**src/hw/rtl/indexed_array_list_unit_macros.svh**
```systemverilog
// ----------------------------------------------------------------------------
// Indexed array list assertion macros
// Shared concurrent assertion forms, sampled on clk and muted during reset.
// ----------------------------------------------------------------------------
`ifndef INDEXED_ARRAY_LIST_UNIT_MACROS_SVH
`define INDEXED_ARRAY_LIST_UNIT_MACROS_SVH

`ifndef SYNTHESIS

// Check that cons holds in the same cycle as ante.
`define IAL_ASSERT_NOW(label, ante, cons) \
	label: assert property (@(posedge clk) disable iff (!arst_n) (ante) |-> (cons)) \
		else $error("assertion failed: same-cycle check");

// Check that cons holds in the cycle after ante.
`define IAL_ASSERT_NEXT(label, ante, cons) \
	label: assert property (@(posedge clk) disable iff (!arst_n) (ante) |=> (cons)) \
		else $error("assertion failed: next-cycle check");

`else

`define IAL_ASSERT_NOW(label, ante, cons)
`define IAL_ASSERT_NEXT(label, ante, cons)

`endif

`endif

```
**src/hw/rtl/ial_pkg.sv**
```systemverilog
// ----------------------------------------------------------------------------
// Indexed array list package
// Command and result payloads, codes and the control bundles shared by the
// cell chain, the match scanner and the top level.
// ----------------------------------------------------------------------------
`timescale 1ns / 1ps

package ial_pkg;

	// Command codes
	localparam logic [2:0] CMD_INSERT = 3'd0;
	localparam logic [2:0] CMD_DELETE = 3'd1;
	localparam logic [2:0] CMD_UPDATE = 3'd2;
	localparam logic [2:0] CMD_READ   = 3'd3;
	localparam logic [2:0] CMD_FIND   = 3'd4;
	localparam logic [2:0] CMD_SORT   = 3'd5;

	// Status codes
	localparam logic [1:0] STAT_OK       = 2'd0;
	localparam logic [1:0] STAT_RANGE    = 2'd1;
	localparam logic [1:0] STAT_FULL     = 2'd2;
	localparam logic [1:0] STAT_NOTFOUND = 2'd3;

	typedef struct packed {
		logic [2:0]         command;
		logic [6:0]         position;
		logic signed [31:0] value;
	} cmd_t;

	typedef struct packed {
		logic [1:0]         status;
		logic signed [31:0] read_value;
		logic [6:0]         found_index;
		logic [7:0]         count;
		logic               is_empty;
		logic               is_full;
	} rsp_t;

	// Per-cycle operation broadcast to every cell
	typedef enum logic [2:0] {
		CELL_HOLD,
		CELL_INSERT,
		CELL_DELETE,
		CELL_UPDATE,
		CELL_SORT
	} cell_op_t;

	typedef struct packed {
		cell_op_t           op;
		logic [6:0]         position;
		logic signed [31:0] value;
		logic               phase;
	} cell_ctl_t;

	// Match scanner result
	typedef struct packed {
		logic       done;
		logic       found;
		logic [6:0] index;
	} scan_res_t;

	typedef enum logic [2:0] {
		FSM_IDLE,
		FSM_EXEC,
		FSM_FIND,
		FSM_SORT,
		FSM_HOLD
	} fsm_t;

endpackage

```
**src/hw/rtl/ial_stream_if.sv**
```systemverilog
// ----------------------------------------------------------------------------
// Valid/ready stream interface
// One channel: valid, ready and a payload of any packed type.
// ----------------------------------------------------------------------------
`timescale 1ns / 1ps

interface ial_stream_if #(
	parameter type payload_t = logic
) ();

	logic     valid;
	logic     ready;
	payload_t payload;

	modport source (output valid, output payload, input ready);
	modport sink (input valid, input payload, output ready);

endinterface

```
**src/hw/rtl/ial_cell.sv**
```systemverilog
// ----------------------------------------------------------------------------
// Indexed array list cell
// Holds one list entry; shifts with its neighbors on insert and delete and
// does one odd-even compare-exchange step with a neighbor during sort.
// ----------------------------------------------------------------------------
`timescale 1ns / 1ps

module ial_cell #(
	parameter int CAPACITY = 128,
	parameter int INDEX    = 0
) (
	input  logic                              clk,
	input  ial_pkg::cell_ctl_t                ctl,
	input  logic [$clog2(CAPACITY+1)-1:0]     count,
	input  logic signed [31:0]                left,
	input  logic signed [31:0]                right,
	output logic signed [31:0]                data,
	output logic                              match,
	output logic signed [31:0]                rd
);

	import ial_pkg::*;

	localparam int CW = $clog2(CAPACITY + 1);
	localparam int EW = (CW > 7) ? CW : 7;
	localparam logic [EW-1:0] IDX  = EW'(INDEX);
	localparam logic [EW-1:0] IDX1 = EW'(INDEX + 1);
	localparam logic          PAR  = 1'(INDEX % 2);

	logic signed [31:0] data_q;
	logic signed [31:0] data_d;
	logic [EW-1:0]      pos_e;
	logic [EW-1:0]      cnt_e;

	assign pos_e = EW'(ctl.position);
	assign cnt_e = EW'(count);

	// Pick the next entry value
	always_comb begin
		data_d = data_q;
		unique case (ctl.op)
			CELL_INSERT: begin
				if (IDX == pos_e) begin
					data_d = ctl.value;
				end else if (IDX > pos_e && IDX <= cnt_e) begin
					data_d = left;
				end
			end
			CELL_DELETE: begin
				if (IDX >= pos_e && IDX1 < cnt_e) begin
					data_d = right;
				end
			end
			CELL_UPDATE: begin
				if (IDX == pos_e) begin
					data_d = ctl.value;
				end
			end
			CELL_SORT: begin
				// lower cell of a pair keeps the minimum, upper keeps the maximum
				if (PAR == ctl.phase && IDX1 < cnt_e) begin
					data_d = (right < data_q) ? right : data_q;
				end else if (PAR != ctl.phase && INDEX > 0 && IDX < cnt_e) begin
					data_d = (data_q < left) ? left : data_q;
				end
			end
			default: begin
				data_d = data_q;
			end
		endcase
	end

	always_ff @(posedge clk) begin
		data_q <= data_d;
	end

	assign data  = data_q;
	assign match = (data_q == ctl.value) && (IDX < cnt_e);
	assign rd    = (IDX == pos_e) ? data_q : 32'sd0;

endmodule

```
**src/hw/rtl/ial_find_scan.sv**
```systemverilog
// ----------------------------------------------------------------------------
// Indexed array list match scanner
// Takes the match flags of all cells and walks them sixteen at a time to
// find the lowest matching index.
// ----------------------------------------------------------------------------
`timescale 1ns / 1ps

module ial_find_scan #(
	parameter int CAPACITY = 128
) (
	input  logic                 clk,
	input  logic                 arst_n,
	input  logic                 start,
	input  logic [CAPACITY-1:0]  flags,
	output ial_pkg::scan_res_t   res
);

	import ial_pkg::*;

	localparam int G  = 16;
	localparam int NG = (CAPACITY + G - 1) / G;
	localparam int VW = NG * G;
	localparam int GW = (NG > 1) ? $clog2(NG) : 1;

	logic [VW-1:0] vec_q;
	logic [GW-1:0] grp_q;
	logic          busy_q;
	logic          hit;
	logic          last;
	logic [3:0]    pe;

	// Lowest set bit of the current group
	always_comb begin
		pe = 4'd0;
		for (int k = G - 1; k >= 0; k--) begin
			if (vec_q[k]) begin
				pe = 4'(k);
			end
		end
	end

	assign hit  = |vec_q[G-1:0];
	assign last = (grp_q == GW'(NG - 1));

	assign res.done  = busy_q && (hit || last);
	assign res.found = busy_q && hit;
	assign res.index = 7'({grp_q, pe});

	// Track scan progress
	always_ff @(posedge clk or negedge arst_n) begin
		if (!arst_n) begin
			busy_q <= 1'b0;
			grp_q  <= '0;
		end else if (start) begin
			busy_q <= 1'b1;
			grp_q  <= '0;
		end else if (busy_q) begin
			if (hit || last) begin
				busy_q <= 1'b0;
			end else begin
				grp_q <= grp_q + GW'(1);
			end
		end
	end

	// Load and advance the flag vector
	always_ff @(posedge clk) begin
		if (start) begin
			vec_q <= VW'(flags);
		end else if (busy_q) begin
			vec_q <= vec_q >> G;
		end
	end

endmodule

```
**src/hw/rtl/indexed_array_list_unit.sv**
```systemverilog
// ----------------------------------------------------------------------------
// Indexed array list unit
// Ordered list of signed 32-bit entries kept in a chain of cells, with
// insert, delete, update, read, find and sort commands.
// ----------------------------------------------------------------------------
// Usage:
//   cmd (sink) carries command, position and value; rsp (source) returns one
//   result per command: status, read_value, found_index, count, is_empty and
//   is_full. Commands are taken one at a time; the next is taken only once
//   the current one has finished and its result is in the output register.
//   Command handling:
//     insert, delete, update, read and unused codes: finish in the exec state.
//     find: the scanner checks sixteen cell match flags per cycle and stops
//       at the first hit.
//     sort: when count > 1, one odd-even compare-exchange round of the cell
//       chain per cycle.
//   Each command leaves the entries in the cells, and every cell takes its
//   next value from itself, the command or a neighbor.
//   Reset empties the list at once (count 0); entries are not cleared.
//   A finished result sits in the output register; if that is still full,
//   the unit holds the result and takes no new command until it is free.
// ----------------------------------------------------------------------------
`timescale 1ns / 1ps

`include "indexed_array_list_unit_macros.svh"

module indexed_array_list_unit #(
	parameter int CAPACITY = 128
) (
	input  logic          clk,
	input  logic          arst_n,
	ial_stream_if.sink    cmd,
	ial_stream_if.source  rsp
);

	import ial_pkg::*;

	localparam int CW = $clog2(CAPACITY + 1);
	localparam int EW = (CW > 7) ? CW : 7;
	localparam logic [CW-1:0] CAP_C = CW'(CAPACITY);

	fsm_t          state_q;
	fsm_t          state_d;
	cmd_t          cmd_q;
	logic [CW-1:0] count_q;
	logic [CW-1:0] count_d;
	logic [CW-1:0] round_q;
	rsp_t          res_d;
	rsp_t          res_q;
	rsp_t          rsp_q;
	logic          rsp_valid_q;
	logic          out_free;
	logic          finish;
	logic          scan_start;
	cell_ctl_t     ctl;
	scan_res_t     scan_res;
	logic [EW-1:0] pos_e;
	logic [EW-1:0] cnt_e;
	logic signed [31:0] rd_bus;

	logic signed [31:0]  cell_data [CAPACITY];
	logic signed [31:0]  cell_rd   [CAPACITY];
	logic [CAPACITY-1:0] cell_match;

	assign pos_e    = EW'(cmd_q.position);
	assign cnt_e    = EW'(count_q);
	assign out_free = !rsp_valid_q || rsp.ready;

	// Cell chain
	for (genvar i = 0; i < CAPACITY; i++) begin : g_cell
		logic signed [31:0] left_w;
		logic signed [31:0] right_w;

		if (i == 0) begin : g_first
			assign left_w = 32'sd0;
		end else begin : g_mid_l
			assign left_w = cell_data[i-1];
		end
		if (i == CAPACITY - 1) begin : g_last
			assign right_w = 32'sd0;
		end else begin : g_mid_r
			assign right_w = cell_data[i+1];
		end

		ial_cell #(
			.CAPACITY (CAPACITY),
			.INDEX    (i)
		) u_cell (
			.clk   (clk),
			.ctl   (ctl),
			.count (count_q),
			.left  (left_w),
			.right (right_w),
			.data  (cell_data[i]),
			.match (cell_match[i]),
			.rd    (cell_rd[i])
		);
	end

	// Gather the addressed entry
	always_comb begin
		rd_bus = 32'sd0;
		for (int i = 0; i < CAPACITY; i++) begin
			rd_bus = rd_bus | cell_rd[i];
		end
	end

	ial_find_scan #(
		.CAPACITY (CAPACITY)
	) u_scan (
		.clk     (clk),
		.arst_n  (arst_n),
		.start   (scan_start),
		.flags   (cell_match),
		.res     (scan_res)
	);

	// Next state, cell operation and result
	always_comb begin
		state_d             = state_q;
		count_d             = count_q;
		finish              = 1'b0;
		scan_start          = 1'b0;
		ctl.op              = CELL_HOLD;
		ctl.position        = cmd_q.position;
		ctl.value           = cmd_q.value;
		ctl.phase           = round_q[0];
		res_d.status        = STAT_OK;
		res_d.read_value    = 32'sd0;
		res_d.found_index   = 7'd0;

		unique case (state_q)
			FSM_IDLE: begin
				if (cmd.valid) begin
					state_d = FSM_EXEC;
				end
			end
			FSM_EXEC: begin
				unique case (cmd_q.command)
					CMD_INSERT: begin
						finish = 1'b1;
						if (count_q == CAP_C) begin
							res_d.status = STAT_FULL;
						end else if (pos_e > cnt_e) begin
							res_d.status = STAT_RANGE;
						end else begin
							ctl.op  = CELL_INSERT;
							count_d = count_q + CW'(1);
						end
					end
					CMD_DELETE: begin
						finish = 1'b1;
						if (pos_e >= cnt_e) begin
							res_d.status = STAT_RANGE;
						end else begin
							ctl.op  = CELL_DELETE;
							count_d = count_q - CW'(1);
						end
					end
					CMD_UPDATE: begin
						finish = 1'b1;
						if (pos_e >= cnt_e) begin
							res_d.status = STAT_RANGE;
						end else begin
							ctl.op = CELL_UPDATE;
						end
					end
					CMD_READ: begin
						finish = 1'b1;
						if (pos_e >= cnt_e) begin
							res_d.status = STAT_RANGE;
						end else begin
							res_d.read_value = rd_bus;
						end
					end
					CMD_FIND: begin
						scan_start = 1'b1;
						state_d    = FSM_FIND;
					end
					CMD_SORT: begin
						if (count_q > CW'(1)) begin
							state_d = FSM_SORT;
						end else begin
							finish = 1'b1;
						end
					end
					default: begin
						finish = 1'b1;
					end
				endcase
			end
			FSM_FIND: begin
				if (scan_res.done) begin
					finish = 1'b1;
					if (scan_res.found) begin
						res_d.found_index = scan_res.index;
					end else begin
						res_d.status = STAT_NOTFOUND;
					end
				end
			end
			FSM_SORT: begin
				ctl.op = CELL_SORT;
				if (round_q == count_q - CW'(1)) begin
					finish = 1'b1;
				end
			end
			FSM_HOLD: begin
				if (out_free) begin
					state_d = FSM_IDLE;
				end
			end
			default: begin
				state_d = FSM_IDLE;
			end
		endcase

		if (finish) begin
			state_d = out_free ? FSM_IDLE : FSM_HOLD;
		end

		res_d.count    = 8'(count_d);
		res_d.is_empty = (count_d == '0);
		res_d.is_full  = (count_d == CAP_C);
	end

	assign cmd.ready   = (state_q == FSM_IDLE);
	assign rsp.valid   = rsp_valid_q;
	assign rsp.payload = rsp_q;

	// Control registers
	always_ff @(posedge clk or negedge arst_n) begin
		if (!arst_n) begin
			state_q     <= FSM_IDLE;
			count_q     <= '0;
			round_q     <= '0;
			rsp_valid_q <= 1'b0;
		end else begin
			state_q <= state_d;
			count_q <= count_d;
			if (state_q == FSM_SORT) begin
				round_q <= round_q + CW'(1);
			end else begin
				round_q <= '0;
			end
			if ((finish || state_q == FSM_HOLD) && out_free) begin
				rsp_valid_q <= 1'b1;
			end else if (rsp.ready) begin
				rsp_valid_q <= 1'b0;
			end
		end
	end

	// Payload registers
	always_ff @(posedge clk) begin
		if (cmd.valid && cmd.ready) begin
			cmd_q <= cmd.payload;
		end
		if (finish) begin
			res_q <= res_d;
		end
		if (finish && out_free) begin
			rsp_q <= res_d;
		end else if (state_q == FSM_HOLD && out_free) begin
			rsp_q <= res_q;
		end
	end

	// Checks
	`IAL_ASSERT_NOW(a_count_bound, 1'b1, count_q <= CAP_C)
	`IAL_ASSERT_NEXT(a_accept_exec, cmd.valid && cmd.ready, state_q == FSM_EXEC)
	`IAL_ASSERT_NOW(a_sort_round, state_q == FSM_SORT, round_q < count_q)
	`IAL_ASSERT_NEXT(a_finish_out, finish && out_free, rsp_valid_q)

endmodule
```
**src/flat_wrapper.sv**
```systemverilog
// flat-port wrapper written by rule: the top's interface ports become plain ports
module indexed_array_list_unit_flat import ial_pkg::*;
#(
	parameter int CAPACITY = 128
)
  (clk, arst_n, cmd_valid, cmd_payload, cmd_ready, rsp_valid, rsp_payload, rsp_ready);
  ial_stream_if cmd_i ();
  ial_stream_if rsp_i ();
  input  logic clk;
  input  logic arst_n;
  input wire logic [$bits(cmd_i.valid)-1:0] cmd_valid;
  input wire logic [$bits(cmd_i.payload)-1:0] cmd_payload;
  output wire logic [$bits(cmd_i.ready)-1:0] cmd_ready;
  output wire logic [$bits(rsp_i.valid)-1:0] rsp_valid;
  output wire logic [$bits(rsp_i.payload)-1:0] rsp_payload;
  input wire logic [$bits(rsp_i.ready)-1:0] rsp_ready;
  assign cmd_i.valid = cmd_valid;
  assign cmd_i.payload = cmd_payload;
  assign cmd_ready = cmd_i.ready;
  assign rsp_valid = rsp_i.valid;
  assign rsp_payload = rsp_i.payload;
  assign rsp_i.ready = rsp_ready;
  indexed_array_list_unit #(.CAPACITY(CAPACITY)) u_core (.clk(clk), .arst_n(arst_n), .cmd(cmd_i), .rsp(rsp_i));
endmodule
```
**config.mk**
```make
export PLATFORM = sky130hd
export DESIGN_NAME = indexed_array_list_unit_flat
export DESIGN_NICKNAME = d
export VERILOG_FILES = /design/src/hw/rtl/ial_pkg.sv /design/src/hw/rtl/ial_stream_if.sv /design/src/hw/rtl/ial_cell.sv /design/src/hw/rtl/ial_find_scan.sv /design/src/hw/rtl/indexed_array_list_unit.sv /design/src/flat_wrapper.sv
export VERILOG_INCLUDE_DIRS = /design/src /design/src/hw/rtl
export SDC_FILE = /design/constraint.sdc
export NUM_CORES = 1
export LEC_CHECK = 0
export ABC_CLOCK_PERIOD_IN_PS = 4450
export BUFFER_PORTS_ARGS = -buffer_cell sky130_fd_sc_hd__buf_2
export CORE_MARGIN = 1.5
export CORE_UTILIZATION = 51
export DETAILED_ROUTE_END_ITERATION = 8
export GPL_TIMING_DRIVEN = 0
export PLACE_DENSITY = 0.75
export SYNTH_ARGS = -nofsm -noshare
export SYNTH_HDL_FRONTEND = slang
export SYNTH_SLANG_ARGS = --single-unit
```
**constraint.sdc**
```tcl
create_clock -name clk -period 4.45 [get_ports clk]
set_input_delay 0.2225 -clock clk [delete_from_list [all_inputs] [get_ports clk]]
set_output_delay 0.2225 -clock clk [all_outputs]
set_load 0.03 [all_outputs]
```
# Yosys cells after proc, flatten, opt, wreduce, memory -nomap -nowiden
# Cells that the tools add are included.
[totals]
inputBits = 5
latch_bits = 0
wordCells = 60
ramBits = 0
register_bits = 26
output_inout_bits = 3
rom_bits = 0
memories = 0
[classes]
n_bitwise = 1
n_reduce_logical = 14
order_cmp = 1
div_mod_pow = 0
n_mul = 0
n_shift = 0
eq_ne = 12
add_sub_neg = 4
muxes = 20
[op_table]
columns = ["cell", "n"]
rows = [
  ["2-to-1 mux 8 bit", 4],
  ["2-to-1 mux 3 bit", 6],
  ["adder 8 x 1 -> 8 bit, second input constant", 2],
  ["== test 8 bit, second input constant", 2],
  ["case mux 3 bit (3 select lines)", 1],
  ["== test 8 bit", 1],
  ["> comparator 1 x 8 -> 1 bit, first input constant", 1],
  ["2-to-1 mux 1 bit", 8],
  ["subtractor 8 x 1 -> 8 bit, second input constant", 1],
  ["== test 3 x 2 -> 1 bit, second input constant", 2],
  ["== test 3 bit, second input constant", 2],
  ["logical AND 1 bit", 4],
  ["!= test 2 x 1 -> 1 bit, second input constant", 2],
  ["AND reduction 4 bit", 1],
  ["nonzero test 2 bit", 2],
  ["adder 3 x 1 -> 3 bit, second input constant", 1],
  ["== test 3 x 1 -> 1 bit, second input constant", 1],
  ["zero test 3 bit", 1],
  ["!= test 3 x 1 -> 1 bit, second input constant", 1],
  ["!= test 3 bit, second input constant", 1],
  ["case mux 1 bit (3 select lines)", 1],
  ["OR reduction 3 bit", 1],
  ["logical OR 1 bit", 2],
  ["AND reduction 2 bit", 1],
  ["other kinds (3)", 3],
]

# Logic depth before layout (Yosys ltp)
# Gate-level depths: netlist of the first run.
[logic_depth]
word_depth = 7
ltp_mapped = 8
mapped_depth_nobuf = 7

# Worst setup path after synthesis of the first run
# OpenSTA, ideal clock, no wires.
[synth_path]
path_type = "reg2reg"
startpoint = "reg u_core.state_q[2]"
endpoint = "reg u_core.rsp_q, in the netlist u_core.rsp.payload (data pin)"
period_less_slack_ps = 1918
arrival_time_ps = 1657
setup_slack_ps = 2532
path_stages_with_launch = 9
cell_sequence = "dfrtp_1 inv_1 ha_1 buf_4 inv_1 a31o_2 a211oi_1 a211oi_2 mux2_4"
[synth_rtl]
columns = ["element", "line", "text"]
rows = [
  ["from (decl)", "indexed_array_list_unit.sv:42", "fsm_t state_q;"],
  ["from (signal assigned)", "indexed_array_list_unit.sv:239", "state_q <= state_d;"],
  ["to (signal assigned)", "indexed_array_list_unit.sv:263", "rsp_q <= res_d;"],
  ["to (signal assigned)", "indexed_array_list_unit.sv:265", "rsp_q <= res_q;"],
  ["to (decl)", "indexed_array_list_unit.sv:50", "rsp_t rsp_q;"],
]

==> impl_summary.md, run 1 <==
Worst setup path
Across all register-to-register paths, the minimum setup slack is 2310 ps. The largest fanout on the critical path is 10. The source of the worst register-to-register timing path is u_core.state_q[2]. Counting stages on the worst path, the most repeated cell is sky130_fd_sc_hd__inv_1. STA classifies the critical path endpoint as a register. Measured in cells, the most critical reg-to-reg path has a length of 8.

On the critical path, the stage with the largest delay is an instance of sky130_fd_sc_hd__dfrtp_1. The worst register-to-register path ends at u_core.rsp.payload. The critical path goes through inv_1 -> ha_1 -> buf_4 -> inv_1 -> a31o_2 -> a211oi_1 -> a211oi_2 -> mux2_4.

The launching instance or port of the critical path is u_core.state_q[2]. For the worst setup path, the data required time is ~4500 ps. The critical path is of the register to register type. STA classifies the critical path startpoint as a register. At the worst endpoint, the arrival time is roughly 2200 ps.

The biggest cell delay along the critical path is between 400 and 500 ps.

Drt
The detailed-routing iteration count for the pre-antenna-repair pass is 6. The residual DRC count is 0. Summing over every cut layer, the via total after detailed routing is ~630. The count of routing violations after the opening detailed-route iteration is 7. The detail route stage leaves a number of antenna-violating nets equal to 0. After detailed routing, the number of vias per cell comes to approximately 5.6. After detailed routing, the average wire length per cell comes to roughly 14 microns. For this block, the routed nets add up to about 1.6 mm of wire.

Timing
The final number of setup-violating endpoints is 0. The number of failing hold endpoints at the final stage was 0. The final period demand of the worst path is around 2100 ps.

At the pin with the least slew margin, the transition time is 429 ps. In this run the tightest slew margin relative to its limit is about 71%. The timing-limited maximum frequency is ~0.47 GHz.

After layout, the worst setup slack is 2310 ps. The total count of max-transition violations in the final report came to 0. The largest clock skew in the final design is roughly 0.82 ps. After layout, the worst path uses a little under half of the clock period. Setup repair after global routing left no endpoint under its margin. For the final routed database, the setup TNS stands at 0 ps.

Global route
The initial antenna violation count is 0. Entering global routing, the biggest net connects 12 pins. The total track usage is 18.7%. The number of global-route vias before repair is 594. Summed over all layers, the global routing overflow is 0. The global-route wire length before repair is 2.59 mm.

Clock network
In this run the deepest clock path goes through 2 buffers. The post-CTS setup repair buffer count is 0. The clock network latency to the later pin of the worst-skew pair is between 200 and 300 ps. The number of CTS-inserted buffers is 3.

After clock tree synthesis, the clock-pin slew on the worst setup and hold paths is approximately 80 ps. The depth of the CTS H-tree is 1. The number of clock sinks is 13.

Clock tree synthesis selected as its root buffer the cell sky130_fd_sc_hd__clkbuf_4. The CTS tree is done.

Power and ir drop
Combinational cells account for between 50% and 60% of the total power. The internal power is between 300 and 400 uW. The clock network accounts for between 10% and 20% of the total power.

Power spread over the standard cell area amounts to roughly 700 mW/mm^2. The worst-case IR drop observed on VDD is between 0.0003 and 0.0004 V. The share of total power dissipated in sequential elements is 34.5%. The power after layout is around 650 uW. The leakage power summed over all cells is approximately 0.4 nW.

In this run switching power makes up a little under half of total power. The power spent charging and discharging nets is 293 uW.

Cells and area
The number of diodes added for antenna fixing is 0. The count of nets after finishing is 106. The share of post-route cells with drive strength above 1 is between 20 and 25%. Once layout is complete, the utilization of the core stands at roughly three fifths. The sequential cell area is between 300 and 400 sq um.

Summing all multi-input logic gate instances after layout gives between 400 and 500 sq um. The library cell used most frequently in the layout, excluding fill and tap cells, is sky130_fd_sc_hd__nor2_1. The library cells used most frequently in the layout, excluding fill and tap cells, are sky130_fd_sc_hd__nor2_1 (14), sky130_fd_sc_hd__dfrtp_1 (11), sky130_fd_sc_hd__inv_1 (7). The layout overhead on the synthesized area is 10.2%.

The layout filler cell count is about 130.

Floorplan
The initial utilization of the core area, before any placement, comes to 55.3%. The width of the chip is 43.7 microns. In this run the core area contains 14 standard-cell rows.

The area enclosed by the die boundary is between 0.0015 and 0.002 sq mm. The core region is 0.00152 sq mm. During I/O placement, the number of pins put on the boundary was 8. The y dimension of the die is ~44 microns.

Worst hold path
The worst hold path belongs to the class input port to asynchronous set/reset pin.

Flow run
The total of max-cap violations is 0.

Yosys
The sequential-to-total area share from yosys stat is 39.8%. The synthesized cell area is between 800 and 900 sq um. The number of distinct library cells after synthesis is 36. Of the post-synthesis cell area, the dominant cell type holds roughly a third. Synthesis inferred 13 register bits. The number of synthesized flops with an enable pin is 2.

Of all flip-flops after synthesis, the portion carrying an async set or reset was 84.6%. In the synthesized netlist the dominant register cell turns out to be sky130_fd_sc_hd__dfrtp_1. After synthesis, the cell types taking the most area are sky130_fd_sc_hd__dfrtp_1 (33%), sky130_fd_sc_hd__ha_1 (7.4%), sky130_fd_sc_hd__edfxtp_1 (7.1%). The synthesized instance count is 84. The mean post-synth cell area is approximately 10 sq um. The largest area contributor in the netlist is sky130_fd_sc_hd__dfrtp_1. Synthesis produced a netlist with a net count of 94.

The count of warnings emitted by yosys is 0.

Run status
The run finished with clean final reports.

Placed design
The count of buffers from port buffering is 6. The global placement routability congestion is 0.780. The worst slack after detailed placement is ~2300 ps. The placed wire-length estimate is 1.15 mm.
==> registers in the layout, summed over array words and instances, names as in the netlist <==
name,cells
u_core.cnt_e,8
u_core.rsp.valid,1
u_core.state_q,2
u_core.res_q,1
u_core.rsp.payload,1
==> per-stage QoR <==
step / instance area (sq um) / instances / hold slack, ps
after floorplan: 843 / 84 / -73.1
after global placement: 893 / 106 / 109
after CTS: 930 / 111 / 348
final: 930 / 111 / 334
after global routing: 930 / 111 / 366
after detailed placement: 893 / 106 / 113
==> final cells by class <==
type	count	share of cell area [%]
multi-input cells	61	48.6
flip-flops and latches	13	36.1
repair buffers	7	4.31
plain buffers	3	3.23
clock buffers	4	2.83
inverters	7	2.83
well taps	16	2.15
==> logic make-up (layout without fill, tap and decap cells) <==
| group | Yosys count | count (layout) | share of synthesized area, % |
|---|---|---|---|
| muxes | 2 | 2 | 2.97 |
| xor gates and xnor gates | 5 | 5 | 5.19 |
| buffers and inverters | 10 | 21 | 6.68 |
| AOI/OAI and AO/OA | 17 | 17 | 15.4 |
| adders and majority gates | 5 | 5 | 7.42 |
| and+or+nand+nor | 32 | 32 | 22.6 |
| DFF | 13 | 13 | 39.8 |
==> routing by layer <==
metal  vias to the layer above  track usage [%]  share of wire (%)
li1                        317                -                  -
met1                       292             22.8                 48
met2                        13             32.4                 46
met3                         5             2.50                3.8
met4                         0             9.09                2.0
met5                         -                0                  0
==> power by group through the flow <==
stage               clock network (mW)  logic [mW]  registers [mW]
global route                    0.0801       0.391           0.231
floorplan                            0       0.269           0.235
CTS                             0.0755       0.353           0.224
global placement                     0       0.335           0.224
detailed placement                   0       0.350           0.226
finish                          0.0758       0.351           0.225
==> worst max-delay path, delay by kind of cell, from the launching register on <==
| family | cells | cell delay [ps] |
|---|---|---|
| buf+inv | 3 | 370 |
| flops | 1 | 410 |
| mux | 1 | 260 |
| fa+ha+maj | 1 | 230 |
| compound gates | 3 | 630 |
==> how the worst max path moves through the flow <==
| stage | endpoint | slack, ps |
|---|---|---|
| 2_1_floorplan | u_core.rsp.payload | 2530 |
| 3_3_place_gp | u_core.rsp.payload | 2360 |
| 3_5_place_dp | u_core.rsp.payload | 2310 |
| 4_1_cts | u_core.rsp.payload | 2300 |
| 5_1_grt | u_core.rsp.payload | 2200 |
| 6_report | u_core.rsp.payload | 2310 |
==> Yosys cell counts, types with 2 or more instances <==
library cell	instances
sky130_fd_sc_hd__nor2_1	14
sky130_fd_sc_hd__dfrtp_1	11
sky130_fd_sc_hd__inv_1	7
sky130_fd_sc_hd__nand2_1	6
sky130_fd_sc_hd__ha_1	5
sky130_fd_sc_hd__xnor2_1	4
sky130_fd_sc_hd__a21oi_1	3
sky130_fd_sc_hd__a31oi_1	3
sky130_fd_sc_hd__buf_6	2
sky130_fd_sc_hd__edfxtp_1	2
sky130_fd_sc_hd__nand4bb_1	2
==> repair_timing <==
item,CTS,global route
hold buffers,1,0
endpoints found under the setup margin,0,0
gates resized for setup,0,0
hold endpoints to repair,11,0
Power figures use the tool's default switching activity.
==> run 2: changes to the inputs <==
Settings changed: ABC_CLOCK_PERIOD_IN_PS 4450 to 2000.
Clock period 4.45 ns to 2 ns, I/O delays scaled along.
==> run 2 against run 1 <==
  * Global-route usage is 0.60 points higher
  * Critical endpoint unchanged
  * Combinational power rose by 140%
  * Flip-flop and latch count did not move
  * Sequential power grew 130%
  * Core utilization grew 2.0 points
  * Critical path depth stayed put
  * Maximum frequency grew 12%
  * Largest power group unchanged
==> impl_summary.md, run 2 (synthesis gave the netlist of run 1 again) <==
Global route
The initial antenna violation count is 0 (unchanged). The maximum number of pins on one net before global-route repair is 12 (unchanged). The total overflow reported by the global router was 0 (unchanged). The number of global-route vias before repair came to 602 (+1.3%). The total track usage was 19.3% (+0.60 points). The global-route wire length before repair is 2.68 mm (+3.2%).

Floorplan
The placement row count is 14 (unchanged). The area enclosed by the die boundary is 0.00191 sq mm (unchanged). The count of boundary I/O pins is 8 (unchanged). The core outline area is 0.00152 sq mm (unchanged).

The width of the chip is 43.7 microns (unchanged). The initial core utilization was 55.3% (unchanged). The y dimension of the die came to 43.7 microns (unchanged).

Worst setup path
The worst setup path is launched from a register. The critical path arrival is 1940 ps (-240 ps). The critical path is of the register to register type. The required time reported for the critical path endpoint is 2040 ps (-2450 ps).

The largest fanout on the critical path is 6 (-4). The depth of the most critical reg-to-reg path was 8 (unchanged). The worst setup path is captured at a register.

Placed design
The count of buffers from port buffering is 6 (unchanged). The placed cell area is 893 sq um (unchanged). The placed wire-length estimate was 1.15 mm (unchanged). The global placement routability congestion is 0.780 (unchanged). The worst slack after detailed placement is -141 ps (-2450 ps). The total instance count after detailed placement was 106 (unchanged).

Timing
The timing-limited maximum frequency is 0.526 GHz (+12%). Setup repair after global routing left no endpoint under its margin. The total count of max-transition violations in the final report was 0 (unchanged). The final number of setup-violating endpoints came to 0 (unchanged).

The final period demand of the worst path was 1900 ps (-233 ps). The relative slew slack is 71.1% (-0.30 points). The setup slack of the critical path after layout is 97.5 ps (-2220 ps).

The pin slew with the least headroom to its limit is 433 ps (+4.55 ps). The fraction of the cycle the final worst path needs is 95.1% (+47 points). The number of failing hold endpoints at the final stage is 0 (unchanged). The worst hold margin is 214 ps (-119 ps). The largest clock skew in the final design came to 0.481 ps (-0.344 ps).

Drt
The per-cell routed wire length is 14.2 microns (about the same). The post-route antenna net violation count came to 0 (unchanged). The total routed wirelength is 1.59 mm (+0.83%).

The routed via count is 639 (+1.9%). The residual DRC count is 0 (unchanged). The detailed-routing iteration count for the pre-antenna-repair pass was 4 (-2).

The post-detailed-route via-to-cell ratio is 5.71 (+1.0%). The count of routing violations after the opening detailed-route iteration was 18 (+11).

Cells and area
The number of flip-flops under the largest register name is 8 (unchanged). The cell area after layout is 960 sq um (+3.2%). The number of diodes added for antenna fixing was 0 (unchanged). The most frequent standard cell in the layout excluding fill and tap cells is sky130_fd_sc_hd__nor2_1.

The count of nets after finishing is 107 (+0.94%). The library cells used most frequently in the layout, excluding fill and tap cells, are sky130_fd_sc_hd__nor2_1 (14), sky130_fd_sc_hd__dfrtp_1 (10), sky130_fd_sc_hd__nand2_1 (6), sky130_fd_sc_hd__inv_1 (6), sky130_fd_sc_hd__buf_2 (6). From synthesis to final layout, the design area changed by 13.8%. The utilization after layout is 63.0% (+2.0 points).

The area of combinational cells with multiple inputs came to 469 sq um (+3.9%). The sequential cell area is 337 sq um (+0.37%). The layout filler cell count was 119 (-7.0%). The share of post-route cells with drive strength above 1 is 29.2% (+5.0 points). The number of standard cells in the layout, taps in and fillers out came to 112 (+0.90%).

Clock network
The depth of the CTS H-tree is 1 (unchanged). The root buffer cell is sky130_fd_sc_hd__clkbuf_4. The clock edge transition at the registers on the reported setup and hold paths is 80 ps (about the same). The clock network latency to the later pin of the worst-skew pair was 280 ps (about the same). The maximum buffer depth of the clock tree came to 2 (unchanged). The number of clock sinks is 13 (unchanged). The number of CTS-inserted buffers is 3 (unchanged). The CTS tree is done.

Run status
The flow ran to the end, and the final reports show no timing, DRC or antenna violations.

Flow run
The total of max-cap violations is 0 (unchanged).

Power and ir drop
The maximum vdd ir drop was 0.000793 V (+110%). The leakage power summed over all cells was 0.407 nW (+1.7%). The power density over the cells was 1580 mW/mm^2 (+130%).

Worst hold path
The tightest min-delay check is of the input port to asynchronous set/reset pin type.
==> run 2: worst max-delay path: stages, from the launching register on <==
cell                       delay [ps]
sky130_fd_sc_hd__dfrtp_1          420
sky130_fd_sc_hd__inv_2             90
sky130_fd_sc_hd__ha_4             150
sky130_fd_sc_hd__buf_6            120
sky130_fd_sc_hd__inv_1             60
sky130_fd_sc_hd__a31o_2           250
sky130_fd_sc_hd__a211oi_2         240
sky130_fd_sc_hd__a211oi_2          70
sky130_fd_sc_hd__mux2_4           260
==> run 2: where the power goes <==
group          internal, mW  switching (mW)  total (mW)
Clock                0.0774          0.0894       0.167
Combinational         0.378           0.464       0.843
Sequential            0.386           0.123       0.509
Total                 0.842           0.676        1.52
==> run 2: per-stage QoR <==
step	power (mW)	TNS (ps)
2_1_floorplan	1.12	0
3_3_place_gp	1.24	-89.0
3_5_place_dp	1.28	-141
4_1_cts	1.50	0
5_1_grt	1.63	0
6_report	1.52	0
==> run 2: path summary, 6_finish.rpt <==
path                                         from            endpoint  slack (ps)
worst min-delay path                       arst_n     u_core.cnt_e[6]         210
worst max-delay path            u_core.state_q[2]  u_core.rsp.payload         100
worst max register to register  u_core.state_q[2]  u_core.rsp.payload         100
worst min register to register  u_core.state_q[2]   u_core.state_q[2]         570
min in group clk                        rsp_ready   u_core.state_q[0]         250
max in group asynchronous                  arst_n     u_core.cnt_e[0]        1560
==> run 2: timing repair <==
item                       CTS  global route
setup buffers                0             1
pin swaps                    1             1
hold endpoints to repair    11             0
setup endpoints to repair    1             1
hold buffers                 1             0
resized for setup            5             1
==> run 2: final cells by class <==
| type | instances | area share (%) |
|---|---|---|
| Timing Repair Buffer | 8 | 4.95 |
| Inverter | 7 | 2.74 |
| Tap cell | 16 | 2.09 |
| Buffer | 3 | 3.52 |
| Multi-Input combinational cell | 61 | 48.9 |
| Clock buffer | 4 | 2.74 |
| Sequential cell | 13 | 35.1 |
==> run 2: layer usage <==
layer  GRT usage (%)  vias to the layer above  part of all wire [%]
li1                -                      320                     -
met2            32.1                       18                    46
met5               0                        -                     0
met1            24.3                      295                    49
met4            10.3                        0                   2.2
met3            2.50                        6                   2.6
